`src/pwa_pkg.sv`:
```
`default_nettype none

package pwa_pkg;

    // Field widths
    localparam int W_DIST     = 16;
    localparam int W_DT       = 10;
    localparam int W_GAIN     = 24;
    localparam int W_TOL      = 16;
    localparam int W_TMO      = 16;
    localparam int W_PULSE    = 11;
    localparam int W_STATUS   = 2;
    localparam int W_CFG_IDX  = 3;
    localparam int W_CFG_DATA = 24;

    // Internal datapath widths
    localparam int W_ERR   = 17;  // right minus left, signed Q8.8
    localparam int W_PREV  = 18;
    localparam int W_INTEG = 48;
    localparam int W_MUL_A = 32;
    localparam int W_MUL_B = 24;
    localparam int W_PROD  = W_MUL_A + W_MUL_B;
    localparam int W_DIVN  = 72;  // dividend, a multiple of the radix step
    localparam int W_DIVD  = 10;  // divisor
    localparam int W_DCNT  = 5;
    localparam int W_QUOT  = 51;  // quotient magnitude, capped at 2^50
    localparam int W_ACC   = 54;

    localparam int DIV_BITS_PER_STEP = 4;
    localparam logic [W_DCNT-1:0] DIV_STEPS_I = W_DCNT'(18);  // 72-bit dividend
    localparam logic [W_DCNT-1:0] DIV_STEPS_D = W_DCNT'(13);  // 52-bit dividend
    localparam int D_ALIGN_SHIFT = 20;

    localparam logic [W_PULSE-1:0] STOP_PULSE = W_PULSE'(1500);
    localparam logic [7:0]         TURN_LIMIT = 8'd255;
    localparam logic [W_DIVD-1:0]  MS_PER_S   = W_DIVD'(1000);
    localparam logic [W_QUOT-1:0]  TERM_CAP   = {1'b1, {(W_QUOT-1){1'b0}}};

    // Configuration register indexes
    localparam logic [W_CFG_IDX-1:0] CFG_SENSOR_SEL = 3'd0;
    localparam logic [W_CFG_IDX-1:0] CFG_GAIN_PROP  = 3'd1;
    localparam logic [W_CFG_IDX-1:0] CFG_GAIN_INTEG = 3'd2;
    localparam logic [W_CFG_IDX-1:0] CFG_GAIN_DERIV = 3'd3;
    localparam logic [W_CFG_IDX-1:0] CFG_ALIGN_TOL  = 3'd4;
    localparam logic [W_CFG_IDX-1:0] CFG_TIMEOUT    = 3'd5;

    // Configuration reset values
    localparam logic [W_GAIN-1:0] RST_GAIN_PROP  = W_GAIN'(131072);
    localparam logic [W_GAIN-1:0] RST_GAIN_INTEG = W_GAIN'(655);
    localparam logic [W_GAIN-1:0] RST_GAIN_DERIV = W_GAIN'(66);
    localparam logic [W_TOL-1:0]  RST_ALIGN_TOL  = W_TOL'(256);
    localparam logic [W_TMO-1:0]  RST_TIMEOUT    = W_TMO'(5000);

    typedef enum logic [W_STATUS-1:0] {
        ST_IDLE    = 2'd0,
        ST_RUN     = 2'd1,
        ST_ALIGNED = 2'd2,
        ST_TIMEOUT = 2'd3
    } t_status;

    typedef struct packed {
        logic              sensor_sel;
        logic [W_GAIN-1:0] gain_prop;
        logic [W_GAIN-1:0] gain_integ;
        logic [W_GAIN-1:0] gain_deriv;
        logic [W_TOL-1:0]  align_tol;
        logic [W_TMO-1:0]  timeout_ms;
    } t_cfg;

    typedef struct packed {
        logic              start;
        logic [W_DIVN-1:0] dividend;
        logic [W_DIVD-1:0] divisor;
        logic [W_DCNT-1:0] steps;
    } t_div_req;

    typedef struct packed {
        logic              done;
        logic [W_QUOT-1:0] quot;
    } t_div_rsp;

endpackage

`default_nettype wire

```
`src/pwa_in_if.sv`:
```
`default_nettype none

interface pwa_in_if import pwa_pkg::*; ();
    logic              valid;
    logic              ready;
    logic              op;
    logic [W_DIST-1:0] left_long;
    logic [W_DIST-1:0] right_long;
    logic [W_DIST-1:0] left_short;
    logic [W_DIST-1:0] right_short;
    logic [W_DT-1:0]   interval_ms;

    modport source (
        output valid, op, left_long, right_long, left_short, right_short, interval_ms,
        input  ready
    );
    modport sink (
        input  valid, op, left_long, right_long, left_short, right_short, interval_ms,
        output ready
    );
endinterface

`default_nettype wire

```
`src/pwa_out_if.sv`:
```
`default_nettype none

interface pwa_out_if import pwa_pkg::*; ();
    logic                valid;
    logic                ready;
    logic [W_PULSE-1:0]  left_pulse;
    logic [W_PULSE-1:0]  right_pulse;
    logic [W_STATUS-1:0] status;
    logic                zero_heading;

    modport source (
        output valid, left_pulse, right_pulse, status, zero_heading,
        input  ready
    );
    modport sink (
        input  valid, left_pulse, right_pulse, status, zero_heading,
        output ready
    );
endinterface

`default_nettype wire

```
`src/pid_wall_alignment_unit.sv`:
```
`default_nettype none

// Wall alignment PID controller. A start item (op 0) opens a run and answers
// with stop pulses and status running; a sample item (op 1) advances the run:
// it adds its interval to the elapsed time, ends the run as timed out at the
// limit, ends it as aligned (with zero_heading raised) when the selected
// sensor pair differs by less than the tolerance, and otherwise answers with
// 1500 plus a PID turn clamped to +-255 on both sides. Each input item gives
// exactly one result item. The block takes one item at a time: a start item,
// a sample outside a run, a timeout or an alignment goes from the accept
// through the check step to the output step; a sample that runs the PID path
// goes through one shared 32x24 multiplier used six times in sequence and
// one shared divider that retires four quotient bits a cycle (18 steps for
// the integral term's divide by 1000, 13 steps for the derivative's divide
// by the interval, which is skipped when the interval is zero). A result
// that is not taken holds the block in its output step. A finished result
// sits in the output register until taken, and the next item is accepted
// meanwhile.
// Configuration is written through i_cfg_we / i_cfg_idx / i_cfg_data; the user
// must write it only while the block is idle, as the block does not enforce it.

module pid_wall_alignment_unit import pwa_pkg::*; (
    input  wire logic                  i_clk,
    input  wire logic                  i_rst_n,
    input  wire logic                  i_cfg_we,
    input  wire logic [W_CFG_IDX-1:0]  i_cfg_idx,
    input  wire logic [W_CFG_DATA-1:0] i_cfg_data,
    pwa_in_if.sink                     i_in,
    pwa_out_if.source                  o_out
);

    localparam logic signed [W_INTEG:0] INTEG_HI = 49'sh0_7FFF_FFFF_FFFF;
    localparam logic signed [W_INTEG:0] INTEG_LO = -INTEG_HI;

    typedef enum logic [3:0] {
        S_IDLE,
        S_CHECK,
        S_INT,
        S_P,
        S_I_LO,
        S_I_HI,
        S_I_DIV,
        S_D1,
        S_D2,
        S_D_DIV,
        S_SUM,
        S_OUT
    } t_state;

    t_cfg     cfg;
    t_div_req div_req;
    t_div_rsp div_rsp;

    logic [W_MUL_A-1:0] mul_a;
    logic [W_MUL_B-1:0] mul_b;
    logic [W_PROD-1:0]  prod;

    t_state                    r_state;
    logic                      r_op;
    logic signed [W_ERR-1:0]   r_e;
    logic [W_DT-1:0]           r_dt;
    logic signed [W_INTEG-1:0] r_integ;
    logic signed [W_PREV-1:0]  r_prev;
    logic [W_TMO-1:0]          r_elapsed;
    t_status                   r_run;
    logic signed [W_ACC-1:0]   r_acc;
    logic [W_PROD-1:0]         r_wide;
    logic                      r_de_neg;
    logic [W_PULSE-1:0]        r_res_pulse;
    t_status                   r_res_status;
    logic                      r_res_zh;
    logic                      r_out_valid;
    logic [W_PULSE-1:0]        r_out_pulse;
    t_status                   r_out_status;
    logic                      r_out_zh;

    pwa_cfg u_cfg (
        .i_clk      (i_clk),
        .i_rst_n    (i_rst_n),
        .i_cfg_we   (i_cfg_we),
        .i_cfg_idx  (i_cfg_idx),
        .i_cfg_data (i_cfg_data),
        .o_cfg      (cfg)
    );

    pwa_mul u_mul (
        .i_clk  (i_clk),
        .i_a    (mul_a),
        .i_b    (mul_b),
        .o_prod (prod)
    );

    pwa_div u_div (
        .i_clk   (i_clk),
        .i_rst_n (i_rst_n),
        .i_req   (div_req),
        .o_rsp   (div_rsp)
    );

    // ---------------------------------------------------------------
    // Error from the selected pair, formed at accept
    // ---------------------------------------------------------------
    logic signed [W_ERR-1:0] in_err;
    assign in_err = cfg.sensor_sel
        ? $signed({1'b0, i_in.right_long})  - $signed({1'b0, i_in.left_long})
        : $signed({1'b0, i_in.right_short}) - $signed({1'b0, i_in.left_short});

    logic             e_neg;
    logic [W_ERR-1:0] e_mag;
    assign e_neg = r_e[W_ERR-1];
    assign e_mag = e_neg ? W_ERR'(-r_e) : W_ERR'(r_e);

    // Elapsed time, saturating at the counter's top
    logic [W_TMO:0]   elapsed_sum;
    logic [W_TMO-1:0] elapsed_new;
    assign elapsed_sum = {1'b0, r_elapsed} + (W_TMO+1)'(r_dt);
    assign elapsed_new = elapsed_sum[W_TMO] ? {W_TMO{1'b1}} : elapsed_sum[W_TMO-1:0];

    // Integral update: the product register holds |e| * interval here
    logic signed [W_INTEG:0]   integ_ext;
    logic signed [W_INTEG:0]   integ_delta;
    logic signed [W_INTEG:0]   integ_sum;
    logic signed [W_INTEG-1:0] integ_new;
    assign integ_ext   = {r_integ[W_INTEG-1], r_integ};
    assign integ_delta = $signed({22'b0, prod[W_ERR+W_DT-1:0]});
    assign integ_sum   = e_neg ? integ_ext - integ_delta : integ_ext + integ_delta;
    always_comb begin
        if (integ_sum > INTEG_HI) begin
            integ_new = INTEG_HI[W_INTEG-1:0];
        end else if (integ_sum < INTEG_LO) begin
            integ_new = INTEG_LO[W_INTEG-1:0];
        end else begin
            integ_new = integ_sum[W_INTEG-1:0];
        end
    end

    // Integral magnitude; saturation keeps it within 47 bits
    logic [W_INTEG-1:0] integ_abs;
    assign integ_abs = r_integ[W_INTEG-1] ? W_INTEG'(-r_integ) : W_INTEG'(r_integ);

    // Error change against the previous sample
    logic signed [W_PREV-1:0] de;
    logic [W_ERR-1:0]         de_mag;
    assign de     = W_PREV'(r_e) - r_prev;
    assign de_mag = de[W_PREV-1] ? W_ERR'(-de) : W_ERR'(de);

    // Signed quotient from the divider, for accumulation
    logic signed [W_ACC-1:0] quot_ext;
    assign quot_ext = $signed({3'b0, div_rsp.quot});

    // Turn: magnitude truncated toward zero, shifted by 24, clamped
    logic [W_ACC-1:0]    acc_abs;
    logic [W_ACC-25:0]   turn_full;
    logic [7:0]          turn_mag;
    logic [W_PULSE-1:0]  turn_pulse;
    assign acc_abs    = r_acc[W_ACC-1] ? W_ACC'(-r_acc) : W_ACC'(r_acc);
    assign turn_full  = acc_abs[W_ACC-1:24];
    assign turn_mag   = (|turn_full[W_ACC-25:8]) ? TURN_LIMIT : turn_full[7:0];
    assign turn_pulse = r_acc[W_ACC-1] ? STOP_PULSE - W_PULSE'(turn_mag)
                                       : STOP_PULSE + W_PULSE'(turn_mag);

    // ---------------------------------------------------------------
    // Multiplier operands: each state issues the product used by the next
    // ---------------------------------------------------------------
    always_comb begin
        mul_a = '0;
        mul_b = '0;
        case (r_state)
            S_CHECK: begin  // |e| * interval
                mul_a = W_MUL_A'(e_mag);
                mul_b = W_MUL_B'(r_dt);
            end
            S_INT: begin  // Kp * |e|
                mul_a = W_MUL_A'(e_mag);
                mul_b = cfg.gain_prop;
            end
            S_P: begin  // Ki * low word of |integral|
                mul_a = integ_abs[W_MUL_A-1:0];
                mul_b = cfg.gain_integ;
            end
            S_I_LO: begin  // Ki * high part of |integral|
                mul_a = W_MUL_A'(integ_abs[W_INTEG-2:W_MUL_A]);
                mul_b = cfg.gain_integ;
            end
            S_I_DIV: begin  // |de| * 1000
                mul_a = W_MUL_A'(de_mag);
                mul_b = W_MUL_B'(MS_PER_S);
            end
            S_D1: begin  // Kd * (|de| * 1000)
                mul_a = prod[W_MUL_A-1:0];
                mul_b = cfg.gain_deriv;
            end
            default: ;
        endcase
    end

    // Divider requests: integral term by 1000, derivative term by the interval
    always_comb begin
        div_req.start    = 1'b0;
        div_req.dividend = '0;
        div_req.divisor  = r_dt;
        div_req.steps    = DIV_STEPS_D;
        case (r_state)
            S_I_HI: begin
                div_req.start    = 1'b1;
                div_req.dividend = W_DIVN'(r_wide) + {prod[W_DIVN-W_MUL_A-1:0], 32'b0};
                div_req.divisor  = MS_PER_S;
                div_req.steps    = DIV_STEPS_I;
            end
            S_D2: begin
                div_req.start    = (r_dt != '0);
                div_req.dividend = {prod[W_DIVN-D_ALIGN_SHIFT-1:0], {D_ALIGN_SHIFT{1'b0}}};
            end
            default: ;
        endcase
    end

    // ---------------------------------------------------------------
    // Sequencer, run state and output register
    // ---------------------------------------------------------------
    always_ff @(posedge i_clk) begin
        if (!i_rst_n) begin
            r_state     <= S_IDLE;
            r_integ     <= '0;
            r_prev      <= '0;
            r_elapsed   <= '0;
            r_run       <= ST_IDLE;
            r_out_valid <= 1'b0;
        end else begin
            // drop the result once the consumer takes it; the output step
            // reloads the register itself
            if (r_out_valid && o_out.ready && r_state != S_OUT) begin
                r_out_valid <= 1'b0;
            end

            case (r_state)
                S_IDLE: begin
                    if (i_in.valid) begin
                        r_op    <= i_in.op;
                        r_e     <= in_err;
                        r_dt    <= i_in.interval_ms;
                        r_state <= S_CHECK;
                    end
                end

                S_CHECK: begin
                    r_res_pulse <= STOP_PULSE;
                    if (!r_op) begin
                        // start a run: clear the history
                        r_integ      <= '0;
                        r_prev       <= '0;
                        r_elapsed    <= '0;
                        r_run        <= ST_RUN;
                        r_res_status <= ST_RUN;
                        r_res_zh     <= 1'b0;
                        r_state      <= S_OUT;
                    end else if (r_run != ST_RUN) begin
                        // sample outside a run: report, hold everything
                        r_res_status <= r_run;
                        r_res_zh     <= 1'b0;
                        r_state      <= S_OUT;
                    end else begin
                        r_elapsed <= elapsed_new;
                        if (elapsed_new >= cfg.timeout_ms) begin
                            r_run        <= ST_TIMEOUT;
                            r_res_status <= ST_TIMEOUT;
                            r_res_zh     <= 1'b0;
                            r_state      <= S_OUT;
                        end else if (e_mag < W_ERR'(cfg.align_tol)) begin
                            r_run        <= ST_ALIGNED;
                            r_res_status <= ST_ALIGNED;
                            r_res_zh     <= 1'b1;
                            r_state      <= S_OUT;
                        end else begin
                            r_state <= S_INT;
                        end
                    end
                end

                S_INT: begin
                    r_integ <= integ_new;
                    r_state <= S_P;
                end

                S_P: begin
                    // proportional term seeds the accumulator
                    r_acc <= e_neg ? -$signed({13'b0, prod[W_GAIN+W_ERR-1:0]})
                                   :  $signed({13'b0, prod[W_GAIN+W_ERR-1:0]});
                    r_state <= S_I_LO;
                end

                S_I_LO: begin
                    r_wide  <= prod;
                    r_state <= S_I_HI;
                end

                S_I_HI: begin
                    r_state <= S_I_DIV;
                end

                S_I_DIV: begin
                    if (div_rsp.done) begin
                        r_acc    <= r_integ[W_INTEG-1] ? r_acc - quot_ext : r_acc + quot_ext;
                        r_de_neg <= de[W_PREV-1];
                        r_state  <= S_D1;
                    end
                end

                S_D1: begin
                    r_state <= S_D2;
                end

                S_D2: begin
                    // zero interval: derivative term is zero
                    r_state <= (r_dt == '0) ? S_SUM : S_D_DIV;
                end

                S_D_DIV: begin
                    if (div_rsp.done) begin
                        r_acc   <= r_de_neg ? r_acc - quot_ext : r_acc + quot_ext;
                        r_state <= S_SUM;
                    end
                end

                S_SUM: begin
                    r_prev       <= W_PREV'(r_e);
                    r_res_pulse  <= turn_pulse;
                    r_res_status <= ST_RUN;
                    r_res_zh     <= 1'b0;
                    r_state      <= S_OUT;
                end

                S_OUT: begin
                    // advance only into a free (or freeing) output register
                    if (!r_out_valid || o_out.ready) begin
                        r_out_valid  <= 1'b1;
                        r_out_pulse  <= r_res_pulse;
                        r_out_status <= r_res_status;
                        r_out_zh     <= r_res_zh;
                        r_state      <= S_IDLE;
                    end
                end

                default: r_state <= S_IDLE;
            endcase
        end
    end

    assign i_in.ready          = (r_state == S_IDLE);
    assign o_out.valid         = r_out_valid;
    assign o_out.left_pulse    = r_out_pulse;
    assign o_out.right_pulse   = r_out_pulse;
    assign o_out.status        = r_out_status;
    assign o_out.zero_heading  = r_out_zh;

endmodule

`default_nettype wire

```
`src/pwa_cfg.sv`:
```
`default_nettype none

module pwa_cfg import pwa_pkg::*; (
    input  wire logic                  i_clk,
    input  wire logic                  i_rst_n,
    input  wire logic                  i_cfg_we,
    input  wire logic [W_CFG_IDX-1:0]  i_cfg_idx,
    input  wire logic [W_CFG_DATA-1:0] i_cfg_data,
    output t_cfg                       o_cfg
);

    t_cfg r_cfg;

    always_ff @(posedge i_clk) begin
        if (!i_rst_n) begin
            r_cfg.sensor_sel <= 1'b0;
            r_cfg.gain_prop  <= RST_GAIN_PROP;
            r_cfg.gain_integ <= RST_GAIN_INTEG;
            r_cfg.gain_deriv <= RST_GAIN_DERIV;
            r_cfg.align_tol  <= RST_ALIGN_TOL;
            r_cfg.timeout_ms <= RST_TIMEOUT;
        end else if (i_cfg_we) begin
            case (i_cfg_idx)
                CFG_SENSOR_SEL: r_cfg.sensor_sel <= i_cfg_data[0];
                CFG_GAIN_PROP:  r_cfg.gain_prop  <= i_cfg_data[W_GAIN-1:0];
                CFG_GAIN_INTEG: r_cfg.gain_integ <= i_cfg_data[W_GAIN-1:0];
                CFG_GAIN_DERIV: r_cfg.gain_deriv <= i_cfg_data[W_GAIN-1:0];
                CFG_ALIGN_TOL:  r_cfg.align_tol  <= i_cfg_data[W_TOL-1:0];
                CFG_TIMEOUT:    r_cfg.timeout_ms <= i_cfg_data[W_TMO-1:0];
                default: ;  // unmapped index: drop the write
            endcase
        end
    end

    assign o_cfg = r_cfg;

endmodule

`default_nettype wire

```
`src/pwa_mul.sv`:
```
`default_nettype none

module pwa_mul import pwa_pkg::*; (
    input  wire logic               i_clk,
    input  wire logic [W_MUL_A-1:0] i_a,
    input  wire logic [W_MUL_B-1:0] i_b,
    output logic      [W_PROD-1:0]  o_prod
);

    logic [W_PROD-1:0] r_prod;

    // unsigned product, registered
    always_ff @(posedge i_clk) begin
        r_prod <= W_PROD'(i_a) * W_PROD'(i_b);
    end

    assign o_prod = r_prod;

endmodule

`default_nettype wire

```
`src/pwa_div.sv`:
```
`default_nettype none

module pwa_div import pwa_pkg::*; (
    input  wire logic     i_clk,
    input  wire logic     i_rst_n,
    input  wire t_div_req i_req,
    output t_div_rsp      o_rsp
);

    logic              r_busy;
    logic              r_done;
    logic [W_DCNT-1:0] r_cnt;
    logic [W_DIVN-1:0] r_num;
    logic [W_DIVD-1:0] r_divisor;
    logic [W_DIVD-1:0] r_rem;
    logic [W_QUOT-1:0] r_q;
    logic              r_big;

    logic [W_DIVN-1:0]            n_num;
    logic [W_DIVD-1:0]            n_rem;
    logic [DIV_BITS_PER_STEP-1:0] n_qbits;

    // radix-16 restoring step: four quotient bits from the top of the dividend
    always_comb begin
        logic [W_DIVD:0]   rem;
        logic [W_DIVN-1:0] num;
        rem     = {1'b0, r_rem};
        num     = r_num;
        n_qbits = '0;
        for (int k = 0; k < DIV_BITS_PER_STEP; k++) begin
            rem = {rem[W_DIVD-1:0], num[W_DIVN-1]};
            num = {num[W_DIVN-2:0], 1'b0};
            if (rem >= {1'b0, r_divisor}) begin
                rem = rem - {1'b0, r_divisor};
                n_qbits[DIV_BITS_PER_STEP-1-k] = 1'b1;
            end
        end
        n_num = num;
        n_rem = rem[W_DIVD-1:0];
    end

    always_ff @(posedge i_clk) begin
        if (!i_rst_n) begin
            r_busy <= 1'b0;
            r_done <= 1'b0;
            r_cnt  <= '0;
        end else begin
            r_done <= 1'b0;
            if (i_req.start) begin
                r_busy <= 1'b1;
                r_cnt  <= i_req.steps;
            end else if (r_busy) begin
                r_cnt <= r_cnt - W_DCNT'(1);
                if (r_cnt == W_DCNT'(1)) begin
                    r_busy <= 1'b0;
                    r_done <= 1'b1;
                end
            end
        end
    end

    always_ff @(posedge i_clk) begin
        if (i_req.start) begin
            r_num     <= i_req.dividend;
            r_divisor <= i_req.divisor;
            r_rem     <= '0;
            r_q       <= '0;
            r_big     <= 1'b0;
        end else if (r_busy) begin
            r_num <= n_num;
            r_rem <= n_rem;
            r_q   <= {r_q[W_QUOT-1-DIV_BITS_PER_STEP:0], n_qbits};
            // remember any quotient bit pushed past the kept width
            r_big <= r_big | (|r_q[W_QUOT-1:W_QUOT-DIV_BITS_PER_STEP]);
        end
    end

    assign o_rsp.done = r_done;
    assign o_rsp.quot = (r_big || (r_q[W_QUOT-1] && |r_q[W_QUOT-2:0])) ? TERM_CAP : r_q;

endmodule

`default_nettype wire
```
`src/flat_wrapper.sv`:
```
// flat-port wrapper written by rule: the top's interface ports become plain ports
module pid_wall_alignment_unit_flat import pwa_pkg::*;
  (i_clk, i_rst_n, i_cfg_we, i_cfg_idx, i_cfg_data, i_in_valid, i_in_op, i_in_left_long, i_in_right_long, i_in_left_short, i_in_right_short, i_in_interval_ms, i_in_ready, o_out_valid, o_out_left_pulse, o_out_right_pulse, o_out_status, o_out_zero_heading, o_out_ready);
  pwa_in_if i_in_i ();
  pwa_out_if o_out_i ();
  input  wire logic i_clk;
  input  wire logic i_rst_n;
  input  wire logic i_cfg_we;
  input  wire logic [W_CFG_IDX-1:0] i_cfg_idx;
  input  wire logic [W_CFG_DATA-1:0] i_cfg_data;
  input wire logic [$bits(i_in_i.valid)-1:0] i_in_valid;
  input wire logic [$bits(i_in_i.op)-1:0] i_in_op;
  input wire logic [$bits(i_in_i.left_long)-1:0] i_in_left_long;
  input wire logic [$bits(i_in_i.right_long)-1:0] i_in_right_long;
  input wire logic [$bits(i_in_i.left_short)-1:0] i_in_left_short;
  input wire logic [$bits(i_in_i.right_short)-1:0] i_in_right_short;
  input wire logic [$bits(i_in_i.interval_ms)-1:0] i_in_interval_ms;
  output wire logic [$bits(i_in_i.ready)-1:0] i_in_ready;
  output wire logic [$bits(o_out_i.valid)-1:0] o_out_valid;
  output wire logic [$bits(o_out_i.left_pulse)-1:0] o_out_left_pulse;
  output wire logic [$bits(o_out_i.right_pulse)-1:0] o_out_right_pulse;
  output wire logic [$bits(o_out_i.status)-1:0] o_out_status;
  output wire logic [$bits(o_out_i.zero_heading)-1:0] o_out_zero_heading;
  input wire logic [$bits(o_out_i.ready)-1:0] o_out_ready;
  assign i_in_i.valid = i_in_valid;
  assign i_in_i.op = i_in_op;
  assign i_in_i.left_long = i_in_left_long;
  assign i_in_i.right_long = i_in_right_long;
  assign i_in_i.left_short = i_in_left_short;
  assign i_in_i.right_short = i_in_right_short;
  assign i_in_i.interval_ms = i_in_interval_ms;
  assign i_in_ready = i_in_i.ready;
  assign o_out_valid = o_out_i.valid;
  assign o_out_left_pulse = o_out_i.left_pulse;
  assign o_out_right_pulse = o_out_i.right_pulse;
  assign o_out_status = o_out_i.status;
  assign o_out_zero_heading = o_out_i.zero_heading;
  assign o_out_i.ready = o_out_ready;
  pid_wall_alignment_unit u_core (.i_clk(i_clk), .i_rst_n(i_rst_n), .i_cfg_we(i_cfg_we), .i_cfg_idx(i_cfg_idx), .i_cfg_data(i_cfg_data), .i_in(i_in_i), .o_out(o_out_i));
endmodule
```
`config.mk`:
```
export PLATFORM = sky130hd
export DESIGN_NAME = pid_wall_alignment_unit_flat
export DESIGN_NICKNAME = d
export VERILOG_FILES = /design/src/pwa_pkg.sv /design/src/pwa_in_if.sv /design/src/pwa_out_if.sv /design/src/pid_wall_alignment_unit.sv /design/src/pwa_cfg.sv /design/src/pwa_mul.sv /design/src/pwa_div.sv /design/src/flat_wrapper.sv
export SDC_FILE = /design/constraint.sdc
export NUM_CORES = 2
export LEC_CHECK = 0
export CAP_MARGIN = 20
export CORE_MARGIN = 3
export CORE_UTILIZATION = 48
export DETAILED_ROUTE_END_ITERATION = 10
export DONT_BUFFER_PORTS = 1
export GPL_TIMING_DRIVEN = 0
export PLACE_DENSITY = 0.72
export SYNTH_ARGS = -nofsm -noshare
export SYNTH_HDL_FRONTEND = slang
export SYNTH_SLANG_ARGS = --single-unit
export TNS_END_PERCENT = 1
```
`constraint.sdc`:
```
create_clock -name i_clk -period 12 [get_ports i_clk]
set_clock_uncertainty 0.15 [all_clocks]
set_input_delay 3 -clock i_clk [delete_from_list [all_inputs] [get_ports i_clk]]
set_output_delay 3 -clock i_clk [all_outputs]
set_load 0.05 [all_outputs]
```
==> results.md <==
* Core Rows at ~140
* Grt ovf at 0
* Gpl congestion at between 1 and 1.5
* Max H-tree Level at 3
* Post-Synth Simple-Gate Area at around 17%
* Slew HR at 17.6%
* Gate power share at between 60 and 70%
* Initial core utilization at just under 50%
* Ys flop type: dfxtp_1
* Hold Vio Cnt, Final at 0
* Clock sink count at around 570
* Largest net degree at the start of global routing at 69
* Sw frac at a little over half
* DRC violations left at 0
* Crit path kind: flip-flop to flip-flop
* Tcrit/Tclk final at a little over nine tenths
* Mux share of post-synthesis cell area at roughly 1.6%
* Core footprint at around 140000 um^2
* Nature of the critical path endpoint: flip-flop
* Post-synthesis compound-gate area fraction at 17.5%
* Number of global-route vias before repair at 60100
* Clock buffer depth at 3
* Fin util at roughly 53%
* XOR/XNOR Fraction of Synth Area at 4.68%
* Top Usage Layer GRT: met2
* Synth Instances at between 8000 and 9000
* Crit path max fanout at 7
* DP Cell Count at around 10000
* Antenna viol nets, final at 0
* Met2 Usage GRT at 55.8%
* Die Wd at 377 um
* Most frequent CP cell: fa_1
* Flop pwr share at 18.0%
* Setup Viol. Count Final at 0
* Non-Filler Instances at between 9000 and 10000
* Top cell type's share of synthesized area at between 20% and 30%
* Slowest cell on crit path: fa_1
* Netlist Area Pre-Place at ~66000 um^2
* Share of synthesized cell area in full adder, half adder and majority cells at just under 30%
* RSZ-0062 raised after global routing: true
* Largest family of logic cells by synthesized area: adder cells
* Critical Path RT at around 12 ns
* Clk pin slew, worst setup/hold paths at ~0.060 ns
* I/O pin cnt at 134
* Max Slew Vio Count at 0
* Port Buffer Count at 0
* Ys Warns at 0
* Routed wire per std cell at 25.9 um
* Area growth syn-to-layout at 8.23%
* Psw at 8.78 mW
* Crit start category: flip-flop
* Via count at around 61000
* Die area at 142000 um^2
* Status: complete, no violations
* Post-synth top area cell: fa_1
* Ys async rst share at 0%
* Synth top area cells: fa_1, edfxtp_1, dfxtp_1
* Syn avg cell area at about 8.2 um^2
* Root buffer cell: clkbuf_16
* Worst-margin pin slew at ~1.2 ns
* Max VDD drop at roughly 0.64 mV
* Max stage delay on crit path at 0.63 ns
* Int Power at approximately 8 mW
* DR vias/cell at about 6.1
* Max-Cap Viols at 0
* Die height at between 300 and 400 um
* First-pass GRT wire length at 381 mm
* Most frequent cell after synthesis: nand2_1
* Clock Power Share at 13.0%
* Nets@finish at about 9400
* TritonCTS Buffers at just under 70
* Met1 Use GR at 44.7%
* All-layer global routing usage at a little over a third
* HPWL after detailed placement at between 200 and 250 mm
* Max Fclk at 85.1 MHz
* Post-layout min period at between 10 and 15 ns
* Final WL at about 260 mm
* Hold Crit Class: flip-flop to flip-flop
* FF+latch count, synth at roughly 570
* Share of cells above drive strength 1 at 4.27%
* Worst EP arrival at between 10 and 15 ns
* P_leak at 31.7 nW
* Skew-Pair Late Insertion Delay at around 0.68 ns
* Top post-synthesis cells by count: nand2_1, inv_1, fa_1
* CP delay by family, top: adder cells
* Pwr dens at between 200 and 250 nW/um^2
* Netlist cell types at 94
* First DRT Iteration DRCs at ~6600
* Met3 Usage GRT at approximately 7.9%
* Final Total Pwr at 16.7 mW
* Antenna violations before repair at 5
* Sequential element share of the synthesized area at 20.9%
* Initial DRT Pass Iterations at 7
* Crit path buffers/inverters at 5
* Fillers at about 13000
* TritonCTS clock tree: done
* Post-synth EDFFs at about 250
## layer usage
metal  wire length, um  part of all wire (%)
met5                23                0.0089
met4             21000                   8.1
met3             26100                    10
met2            113000                    44
met1             97400                    38
## metrics by stage
step	setup TNS (ns)	cell area [um^2]	hold WS, ns	worst slack [ns]
after detailed placement	-18.95	68600	0.239	-1.66
after floorplan	0	66100	0.236	1.42
after global routing	-0.0894	71500	0.253	-0.0394
final	0	71500	0.246	0.249
after global placement	-13.85	68300	0.236	-1.52
after CTS	-0.251	71100	0.249	-0.0616
## kinds of logic (layout without fill, tap and decap cells)
group,after synthesis,after routing
muxes,105,105
AOI/OAI and AO/OA,1815,1815
xor gates and xnor gates,353,353
adders and majority gates,1166,1166
and+or+nand+nor,2539,2539
other,1,5
DFF,565,565
buffers and inverters,1470,1629
## power groups by stage
stage | Sequential (mW) | Combinational [mW] | Clock (mW)
floorplan | 2.77 | 7.98 | 0
global placement | 3.03 | 10.8 | 0
detailed placement | 3.01 | 11.0 | 0
CTS | 2.98 | 11.1 | 2.19
global route | 3.01 | 12.5 | 2.26
finish | 3.00 | 11.5 | 2.17
## timing repair
action                     CTS  global route
pin swaps                    2            20
setup buffers                2            16
hold buffers                 0             0
resized for setup           41            73
setup endpoints to repair   31            29
## final timing paths
path                                         from                               to  slack [ns]  depth (start not counted)
setup / recovery   u_core.r_integ[5]$_SDFFE_PN0P_  u_core.u_mul.o_prod[54]$_DFF_P_        0.25                         37
hold / removal    u_core.u_mul.o_prod[55]$_DFF_P_      u_core.r_wide[55]$_DFFE_PP_        0.25                          0
setup reg to reg   u_core.r_integ[5]$_SDFFE_PN0P_  u_core.u_mul.o_prod[54]$_DFF_P_        0.25                         37
hold reg to reg   u_core.u_mul.o_prod[55]$_DFF_P_      u_core.r_wide[55]$_DFFE_PP_        0.25                          0
## registers in the layout, indices dropped and copies added (netlist names), 2 cells and up
signal                   cells
u_core.r_prev               17
u_core.u_div.r_rem          10
u_core.r_e                  17
u_core.u_cfg.o_cfg         105
u_core.o_out.status          2
u_core.r_state               4
u_core.r_elapsed            16
u_core.r_dt                 10
u_core.r_res_status          2
u_core.o_out.left_pulse     10
u_core.u_div.r_q            51
u_core.r_wide               56
u_core.r_res_pulse          10
u_core.u_div.r_cnt           5
u_core.r_run                 2
u_core.r_integ              48
u_core.u_div.r_num          72
u_core.u_div.r_divisor      10
u_core.r_acc                54
u_core.u_mul.o_prod         56
## worst reg2reg max path, delay by kind of cell (launching register included)
family,cells,cell delay (ns)
buffers and inverters,5,0.45
AOI/OAI and AO/OA,10,2.23
xor gates and xnor gates,2,0.38
and+or+nand+nor,12,3.87
adders and majority gates,8,4.18
DFF,1,0.38
## placed cells by master (no fill, tap or decap), types with 30 or more instances in the layout
| cell | n |
|---|---|
| nor2b_1 | 67 |
| nor4_1 | 48 |
| nor2_1 | 594 |
| ha_1 | 494 |
| nand2b_1 | 86 |
| o21bai_1 | 54 |
| inv_1 | 1048 |
| a22oi_1 | 78 |
| a31oi_1 | 51 |
| a21o_1 | 133 |
| xnor2_1 | 183 |
| nor3_1 | 94 |
| or2_2 | 31 |
| a21oi_1 | 589 |
| a211oi_1 | 50 |
| dfxtp_1 | 315 |
| o21a_1 | 52 |
| and3_1 | 53 |
| o211ai_1 | 41 |
| buf_4 | 36 |
| xor2_1 | 165 |
| fa_1 | 669 |
| o31ai_1 | 46 |
| clkbuf_16 | 70 |
| nand3_1 | 110 |
| edfxtp_1 | 247 |
| or4_1 | 30 |
| and2_1 | 94 |
| nand4_1 | 52 |
| a221oi_1 | 45 |
| clkbuf_1 | 383 |
| or3_1 | 50 |
| nand2_1 | 1154 |
| o21ai_0 | 322 |
| o22ai_1 | 83 |
| mux2i_1 | 83 |
## cell type report
| class | instances | area [um^2] | area share (%) |
|---|---|---|---|
| Clock buffer | 94 | 1950 | 2.73 |
| Sequential cell | 565 | 13800 | 19.3 |
| Clock inverter | 30 | 358 | 0.501 |
| Tap cell | 1781 | 2230 | 3.12 |
| Inverter | 1049 | 3940 | 5.51 |
| Antenna cell | 3 | 7.51 | 0.0105 |
| Timing Repair Buffer | 45 | 457 | 0.639 |
| Buffer | 411 | 1620 | 2.27 |
| Multi-Input combinational cell | 5980 | 47100 | 65.9 |
(Power assumes the default switching activity.)
